[config.mk]
export PLATFORM = sky130hd
export DESIGN_NAME = adc_control_conditioner_unit
export DESIGN_NICKNAME = d
export VERILOG_FILES = /design/src/design/adcc_pkg.sv /design/src/design/adcc_cfg_regs.sv /design/src/design/adcc_serial_mul.sv /design/src/design/adc_control_conditioner_unit.sv
export SDC_FILE = /design/constraint.sdc
export NUM_CORES = 1
export LEC_CHECK = 0
export ABC_CLOCK_PERIOD_IN_PS = 12700
export CAP_MARGIN = 10
export CORE_MARGIN = 2
export CORE_UTILIZATION = 50
export CTS_CLUSTER_DIAMETER = 50
export DETAILED_ROUTE_END_ITERATION = 7
export DONT_BUFFER_PORTS = 1
export GPL_ROUTABILITY_DRIVEN = 0
export PLACE_DENSITY = 0.61
export SLEW_MARGIN = 40
export SYNTH_ARGS = -nofsm -noshare
export SYNTH_HDL_FRONTEND = slang
export SYNTH_SLANG_ARGS = --single-unit
[constraint.sdc]
create_clock -name clk -period 12.7 [get_ports clk]
set_input_delay 2.54 -clock clk [delete_from_list [all_inputs] [get_ports clk]]
set_output_delay 2.54 -clock clk [all_outputs]
set_load 0.02 [all_outputs]
[src/design/adcc_pkg.sv]
// Shared types, widths and register codes for the ADC control conditioner.
package adcc_pkg;

	// Field widths
	localparam int RAW_W    = 24;
	localparam int OFFS_W   = 25;
	localparam int SCALE_W  = 16;
	localparam int COEFF_W  = 17;
	localparam int OUT_W    = 32;
	localparam int CFG_IDX_W = 3;
	localparam int CFG_DAT_W = 25;

	// Serial multiplier widths: multiplicand, multiplier, full product and bit counter
	localparam int MA_W   = 33;
	localparam int MB_W   = 17;
	localparam int PROD_W = MA_W + 1 + MB_W;
	localparam int CNT_W  = $clog2(MB_W);

	// Datapath widths
	localparam int T1_W  = 26;
	localparam int D_W   = 27;
	localparam int SUM_W = PROD_W - 16;

	// Register indexes
	localparam logic [CFG_IDX_W-1:0] REG_FLIP   = 3'd0;
	localparam logic [CFG_IDX_W-1:0] REG_INVERT = 3'd1;
	localparam logic [CFG_IDX_W-1:0] REG_OFFSET = 3'd2;
	localparam logic [CFG_IDX_W-1:0] REG_SCALE  = 3'd3;
	localparam logic [CFG_IDX_W-1:0] REG_COEFF  = 3'd4;

	// Reset values and fixed-point constants
	localparam logic signed [SCALE_W-1:0] SCALE_RST = 16'sd4096;
	localparam logic [COEFF_W-1:0]        COEFF_ONE = 17'd65536;
	localparam logic signed [T1_W-1:0]    Q23_ONE   = 26'sd8388608;

	// Configuration register set
	typedef struct packed {
		logic                      flip;
		logic                      invert;
		logic signed [OFFS_W-1:0]  offset;
		logic signed [SCALE_W-1:0] scale;
		logic [COEFF_W-1:0]        coeff;
	} cfg_t;

endpackage

[src/design/adcc_cfg_regs.sv]
// Configuration register file with coefficient clamp.
module adcc_cfg_regs import adcc_pkg::*; (
	input  logic                 clk,
	input  logic                 arst_n,
	input  logic                 wr_en,
	input  logic [CFG_IDX_W-1:0] wr_index,
	input  logic [CFG_DAT_W-1:0] wr_data,
	output cfg_t                 cfg
);

	cfg_t cfg_q;
	logic [COEFF_W-1:0] coeff_clamped;

	// Values above unity are held at unity
	always_comb begin
		coeff_clamped = wr_data[COEFF_W-1:0];
		if (coeff_clamped > COEFF_ONE) begin
			coeff_clamped = COEFF_ONE;
		end
	end

	// Register writes; unknown indexes are dropped
	always_ff @(posedge clk or negedge arst_n) begin
		if (!arst_n) begin
			cfg_q.flip   <= 1'b0;
			cfg_q.invert <= 1'b0;
			cfg_q.offset <= '0;
			cfg_q.scale  <= SCALE_RST;
			cfg_q.coeff  <= COEFF_ONE;
		end else if (wr_en) begin
			case (wr_index)
				REG_FLIP:   cfg_q.flip   <= wr_data[0];
				REG_INVERT: cfg_q.invert <= wr_data[0];
				REG_OFFSET: cfg_q.offset <= $signed(wr_data[OFFS_W-1:0]);
				REG_SCALE:  cfg_q.scale  <= $signed(wr_data[SCALE_W-1:0]);
				REG_COEFF:  cfg_q.coeff  <= coeff_clamped;
				default: ;
			endcase
		end
	end

	assign cfg = cfg_q;

endmodule

[src/design/adcc_serial_mul.sv]
// Bit-serial shift-add multiplier, one multiplier bit per cycle.
module adcc_serial_mul import adcc_pkg::*; (
	input  logic                     clk,
	input  logic                     arst_n,
	input  logic                     start,
	input  logic signed [MA_W-1:0]   a,
	input  logic [MB_W-1:0]          b,
	input  logic                     neg_msb,
	output logic                     done,
	output logic signed [PROD_W-1:0] prod
);

	logic                  busy_q;
	logic                  done_q;
	logic [CNT_W-1:0]      cnt_q;
	logic signed [MA_W:0]  a_q;
	logic [MB_W-1:0]       b_q;
	logic                  negm_q;
	logic signed [MA_W:0]  hi_q;
	logic [MB_W-1:0]       lo_q;

	logic                  last;
	logic                  sub;
	logic signed [MA_W:0]  addend;
	logic signed [MA_W:0]  sum;

	// One partial product per cycle; the sign bit of a signed multiplier subtracts
	always_comb begin
		last   = (cnt_q == CNT_W'(MB_W - 1));
		sub    = last && negm_q && b_q[0];
		addend = '0;
		if (b_q[0]) begin
			addend = sub ? ~a_q : a_q;
		end
		sum = hi_q + addend + {{MA_W{1'b0}}, sub};
	end

	// Accumulator shifts right, low product bits collect in lo_q
	always_ff @(posedge clk or negedge arst_n) begin
		if (!arst_n) begin
			busy_q <= 1'b0;
			done_q <= 1'b0;
			cnt_q  <= '0;
		end else begin
			done_q <= busy_q && last;
			if (start) begin
				busy_q <= 1'b1;
				cnt_q  <= '0;
			end else if (busy_q) begin
				cnt_q <= cnt_q + 1'b1;
				if (last) begin
					busy_q <= 1'b0;
				end
			end
		end
	end

	always_ff @(posedge clk) begin
		if (start) begin
			a_q    <= {a[MA_W-1], a};
			b_q    <= b;
			negm_q <= neg_msb;
			hi_q   <= '0;
			lo_q   <= '0;
		end else if (busy_q) begin
			hi_q <= sum >>> 1;
			lo_q <= {sum[0], lo_q[MB_W-1:1]};
			b_q  <= b_q >> 1;
		end
	end

	assign done = done_q;
	assign prod = {hi_q, lo_q};

endmodule

[src/design/adc_control_conditioner_unit.sv]
// Top level: sample conditioning, one-pole smoothing and handshakes.
//
// Each accepted raw sample becomes one smoothed Q23 value. From acceptance an item
// passes through the offset step, the first multiply, the error step, the second
// multiply and the saturation step to the result register: both multiplies (offset
// sample by scale, then error by coefficient) run one after the other through a
// single bit-serial shift-add unit at one bit per cycle; the flip is applied at
// acceptance. A new item is taken only once the previous result has been loaded
// into the output register; that result may wait there while the next item is
// processed, and a stalled output holds the next result in the saturation step.
// Configuration writes are always ready and should be made while no item is in flight.
module adc_control_conditioner_unit import adcc_pkg::*; (
	input  logic                 clk,
	input  logic                 arst_n,
	// input items
	input  logic                 in_valid,
	output logic                 in_stall,
	input  logic [RAW_W-1:0]     raw_sample,
	// result items
	output logic                 out_valid,
	input  logic                 out_stall,
	output logic signed [OUT_W-1:0] smoothed_value,
	// configuration writes
	input  logic                 cfg_valid,
	output logic                 cfg_ready,
	input  logic [CFG_IDX_W-1:0] cfg_index,
	input  logic [CFG_DAT_W-1:0] cfg_data
);

	localparam logic [2:0] S_IDLE = 3'd0;
	localparam logic [2:0] S_OFFS = 3'd1;
	localparam logic [2:0] S_MUL1 = 3'd2;
	localparam logic [2:0] S_ESUB = 3'd3;
	localparam logic [2:0] S_MUL2 = 3'd4;
	localparam logic [2:0] S_SAT  = 3'd5;

	cfg_t cfg;

	logic [2:0]                state_q;
	logic signed [T1_W-1:0]    t1_q;
	logic signed [MA_W-1:0]    s_q;
	logic signed [SUM_W-1:0]   sum_q;
	logic signed [OUT_W-1:0]   fv_q;
	logic signed [OUT_W-1:0]   out_q;
	logic                      out_valid_q;

	logic                      in_acc;
	logic                      out_load;
	logic                      mul_start;
	logic signed [MA_W-1:0]    mul_a;
	logic [MB_W-1:0]           mul_b;
	logic                      mul_done;
	logic signed [PROD_W-1:0]  mul_prod;
	logic signed [T1_W-1:0]    raw_ext;
	logic signed [D_W-1:0]     d_val;
	logic signed [MA_W-1:0]    s_val;
	logic signed [SUM_W-1:0]   fv_ext;
	logic signed [OUT_W-1:0]   sat_val;

	assign cfg_ready = 1'b1;

	adcc_cfg_regs u_cfg (
		.clk      (clk),
		.arst_n   (arst_n),
		.wr_en    (cfg_valid && cfg_ready),
		.wr_index (cfg_index),
		.wr_data  (cfg_data),
		.cfg      (cfg)
	);

	// Handshakes
	assign in_stall = (state_q != S_IDLE);
	assign in_acc   = in_valid && !in_stall;
	assign out_load = (state_q == S_SAT) && (!out_valid_q || !out_stall);

	// Raw extension, offset term, scaled sample with invert and filter state extension
	always_comb begin
		raw_ext = $signed({{(T1_W-RAW_W){1'b0}}, raw_sample});
		d_val   = D_W'(t1_q) - D_W'(cfg.offset);
		s_val   = MA_W'(mul_prod[PROD_W-1:12]);
		if (cfg.invert) begin
			s_val = -s_val;
		end
		fv_ext = SUM_W'(fv_q);
	end

	// Multiplier operand select: scale pass then coefficient pass
	always_comb begin
		mul_start = (state_q == S_OFFS) || (state_q == S_ESUB);
		if (state_q == S_OFFS) begin
			mul_a = MA_W'(d_val);
			mul_b = MB_W'(cfg.scale);
		end else begin
			mul_a = s_q - MA_W'(fv_q);
			mul_b = cfg.coeff;
		end
	end

	adcc_serial_mul u_mul (
		.clk     (clk),
		.arst_n  (arst_n),
		.start   (mul_start),
		.a       (mul_a),
		.b       (mul_b),
		.neg_msb (state_q == S_OFFS),
		.done    (mul_done),
		.prod    (mul_prod)
	);

	// Clamp to the 32-bit signed range
	always_comb begin
		sat_val = sum_q[OUT_W-1:0];
		if (sum_q[SUM_W-1:OUT_W-1] != {(SUM_W-OUT_W+1){sum_q[SUM_W-1]}}) begin
			sat_val = sum_q[SUM_W-1] ? {1'b1, {(OUT_W-1){1'b0}}} : {1'b0, {(OUT_W-1){1'b1}}};
		end
	end

	// Sequencer
	always_ff @(posedge clk or negedge arst_n) begin
		if (!arst_n) begin
			state_q <= S_IDLE;
		end else begin
			case (state_q)
				S_IDLE: if (in_acc) state_q <= S_OFFS;
				S_OFFS: state_q <= S_MUL1;
				S_MUL1: if (mul_done) state_q <= S_ESUB;
				S_ESUB: state_q <= S_MUL2;
				S_MUL2: if (mul_done) state_q <= S_SAT;
				S_SAT:  if (out_load) state_q <= S_IDLE;
				default: state_q <= S_IDLE;
			endcase
		end
	end

	// Item datapath registers
	always_ff @(posedge clk) begin
		if (in_acc) begin
			t1_q <= cfg.flip ? (Q23_ONE - raw_ext) : raw_ext;
		end
		if ((state_q == S_MUL1) && mul_done) begin
			s_q <= s_val;
		end
		if ((state_q == S_MUL2) && mul_done) begin
			sum_q <= fv_ext + mul_prod[PROD_W-1:16];
		end
		if (out_load) begin
			out_q <= sat_val;
		end
	end

	// Filter state and output register valid
	always_ff @(posedge clk or negedge arst_n) begin
		if (!arst_n) begin
			fv_q        <= '0;
			out_valid_q <= 1'b0;
		end else begin
			if (out_load) begin
				fv_q        <= sat_val;
				out_valid_q <= 1'b1;
			end else if (out_valid_q && !out_stall) begin
				out_valid_q <= 1'b0;
			end
		end
	end

	assign out_valid      = out_valid_q;
	assign smoothed_value = out_q;

	// Checks
	a_done_in_mul: assert property (@(posedge clk) disable iff (!arst_n)
		mul_done |-> (state_q == S_MUL1 || state_q == S_MUL2))
		else $error("multiplier finished outside a multiply phase");

	a_accept_starts: assert property (@(posedge clk) disable iff (!arst_n)
		in_acc |=> (state_q == S_OFFS))
		else $error("accepted item did not start processing");

	a_load_valid: assert property (@(posedge clk) disable iff (!arst_n)
		out_load |=> (out_valid_q && fv_q == out_q))
		else $error("result load did not update output and filter state together");

	a_coeff_range: assert property (@(posedge clk) disable iff (!arst_n)
		cfg.coeff <= COEFF_ONE)
		else $error("smoothing coefficient above unity");

	a_fv_hold: assert property (@(posedge clk) disable iff (!arst_n)
		(state_q != S_SAT) |=> $stable(fv_q))
		else $error("filter state changed outside the update step");

endmodule
==> impl_metrics.toml <==
[run_status]
outcome = "complete, no violations"

[synth]
synth_area_leader_cell = "edfxtp_1"
synth_warnings = 0
synth-async-reset-ratio_pct = 32.5
ys.flop_type = "edfxtp_1"
yosysTopAreaCellShare_pct = 27.3
synth_area_mm2 = 0.0194
ys_types = 78
synth_seq_area_share_pct = 44.5
synth.avg_cell_area_um2 = 9.78
syn_inst = 1982
synth_edf_count = 176
synth_nets = 2171
synth_seq_cells = 317
netlist_top_cells_area = "edfxtp_1, dfrtp_1, ha_1"

[drt]
routedWlPerCell_um = 17.5
final_antenna_net_count = 0
dr.pass1.iters = 6
finalWirelength_um = 44200
drc_errors = 0
vias_per_cell = 5.63
drt-initial-drc-count = 755
num_vias = 14200

[setup_path]
cp.arrival_ns = 5.66
worstPathRequired_ns = 13.13
path_cells = "inv_1, ha_1, nor4bb_1, nand2_4, xnor2_1, nand2_1, fa_1, fa_1, nor2b_1, o31ai_1, a21oi_1, o21bai_1, a2111oi_0, o21a_1, o21ai_0, a21o_1, a32o_1"
cp_slowest_stage_delay_ns = 0.69
crit_top_cell = "fa_1"
path_max_fanout = 33
end_kind = "register"
crit_path_top_delay_cell = "nor4bb_1"
start_kind = "register"
criticalPathCategory = "register to register"

[pwr]
finalPower_mw = 5.73
power_leakage_nw = 8.95
ir_drop_v = 0.000153
power.density_mw_per_mm2 = 267

[clocking]
root_buffer = "clkbuf_16"
clk_pin_slew_worst_paths_ns = 0.06
h-tree-depth = 2
cts_sinks = 317
insertion_delay_ns = 0.56
cts_buffers = 42
hold_buffers = 0
cts_tree = "done"
postCtsSetupBuffers = 0
cts_buffer_depth = 3
cts_resized = 0

[global_routing]
grt_usage_pct = 22.4
grt_pass1_vias = 14100
grt_max_degree = 104
grt_pass1_wl_um = 72900
grt_antenna_before_repair = 1
grt.overflow.total = 0

[floorplan]
die_height_um = 201
core_mm2 = 0.0385
rows = 72
initial_core_util_pct = 50.4
die_area_mm2 = 0.0403
ios = 92
die_w_um = 201

[sta]
tns_ns = 0
hold_viol = 0
drv_slew = 0
worst_pin_slew_ns = 0.782
setup_violations = 0
worst_slack_ns = 7.47
fin_crit_sh_pct = 41.2
fmax_mhz = 191
rsz0062_at_grt = "false"
clock_skew_ns = 0.0199
fin_crit_ns = 5.23
hold_slack_ns = 0.479
max_slew_margin_pct = 47.1

[placed_design]
dpl_cell_area_mm2 = 0.0199
dp.cells = 2446
post-place-ws_ns = 7.47
dpl.hpwl_um = 33000
portBuffers = 0

[job]
drv_cap = 0

[finish]
final_common_cell = "nand2_1"
drive_gt1_share_pct = 6.68
area_delta_synth_final_pct = 10.7
diodes = 0
instances_no_fill = 2523
finalNetCount = 2161
final_util_pct = 55.7
final_area_mm2 = 0.0214
final_cell_mix = "nand2_1, o21ai_0, edfxtp_1, xnor2_1, ha_1"

[worst_hold_path]
hp-class = "register to register"
cell type report:
cell class	instances	area, um2
clock inverter	25	384
clock buffer	52	1130
multi-input combinational	1490	10100
inverter	106	398
timing repair buffer	15	128
tap	518	648
fill	3400	17000
sequential	317	8630
registers in the layout, summed over array words and instances (netlist names):
name            cells
u_mul.hi_q         33
u_mul.a_q          33
u_mul.cnt_q         5
s_q                33
t1_q               25
u_mul.lo_q          5
u_cfg.cfg          60
fv_q               32
u_mul.negm_q        1
smoothed_value     32
sum_q              35
u_mul.done          1
u_mul.b_q          17
state_q             3
u_mul.busy_q        1
out_valid           1
final timing paths:
check / start / end / cells past startpoint / slack (ns)
worst max-delay path: u_mul.cnt_q[0] / u_mul.hi_q[17] / 17 / 7.47
worst min-delay path: u_cfg.cfg[2] / u_cfg.cfg[2] / 2 / 0.48
worst max register to register: u_mul.cnt_q[0] / u_mul.hi_q[17] / 17 / 7.47
worst min register to register: u_cfg.cfg[2] / u_cfg.cfg[2] / 2 / 0.48
max in group asynchronous: arst_n / u_cfg.cfg[29] / 0 / 10.80
min in group asynchronous: arst_n / u_cfg.cfg[4] / 0 / 1.67
metal layers:
metal	wire, um	track usage [%]	vias up
met4	1020	7.09	0
met1	21300	31.3	6698
met3	2330	3.73	64
met2	19600	35.7	324
met5	0	0	-
li1	-	-	7131
cell usage after synthesis (41+ instances only):
cell type  instances
xnor2_1          143
inv_1            106
edfxtp_1         176
and2_1            41
o21ai_0          200
ha_1             127
xor2_1            47
a21oi_1          112
a21o_1            57
nand2_1          225
dfrtp_1          101
clkbuf_1          59
nor2_1           114
power breakdown:
part           leakage [nW]  internal [mW]  switching [mW]
logic                  4.98           1.14            1.55
registers              3.23           1.52           0.253
clock network         0.737          0.821           0.457
critical path: cells and delay by family, from the launching register on:
family,cells,cell delay (ns)
simple gates,4,1.47
compound gates,8,1.90
fa+ha+maj,3,0.95
xor+xnor,1,0.28
flops,1,0.41
buf+inv,1,0.07
cell families after synthesis:
logic type | synth area share, %
simple gates | 13.6
compound gates | 18.0
flops | 44.5
xor+xnor | 8.59
buf+inv | 3.45
fa+ha+maj | 8.72
mux | 3.12
other cells | 0.0194
(Power assumes the default switching activity.)
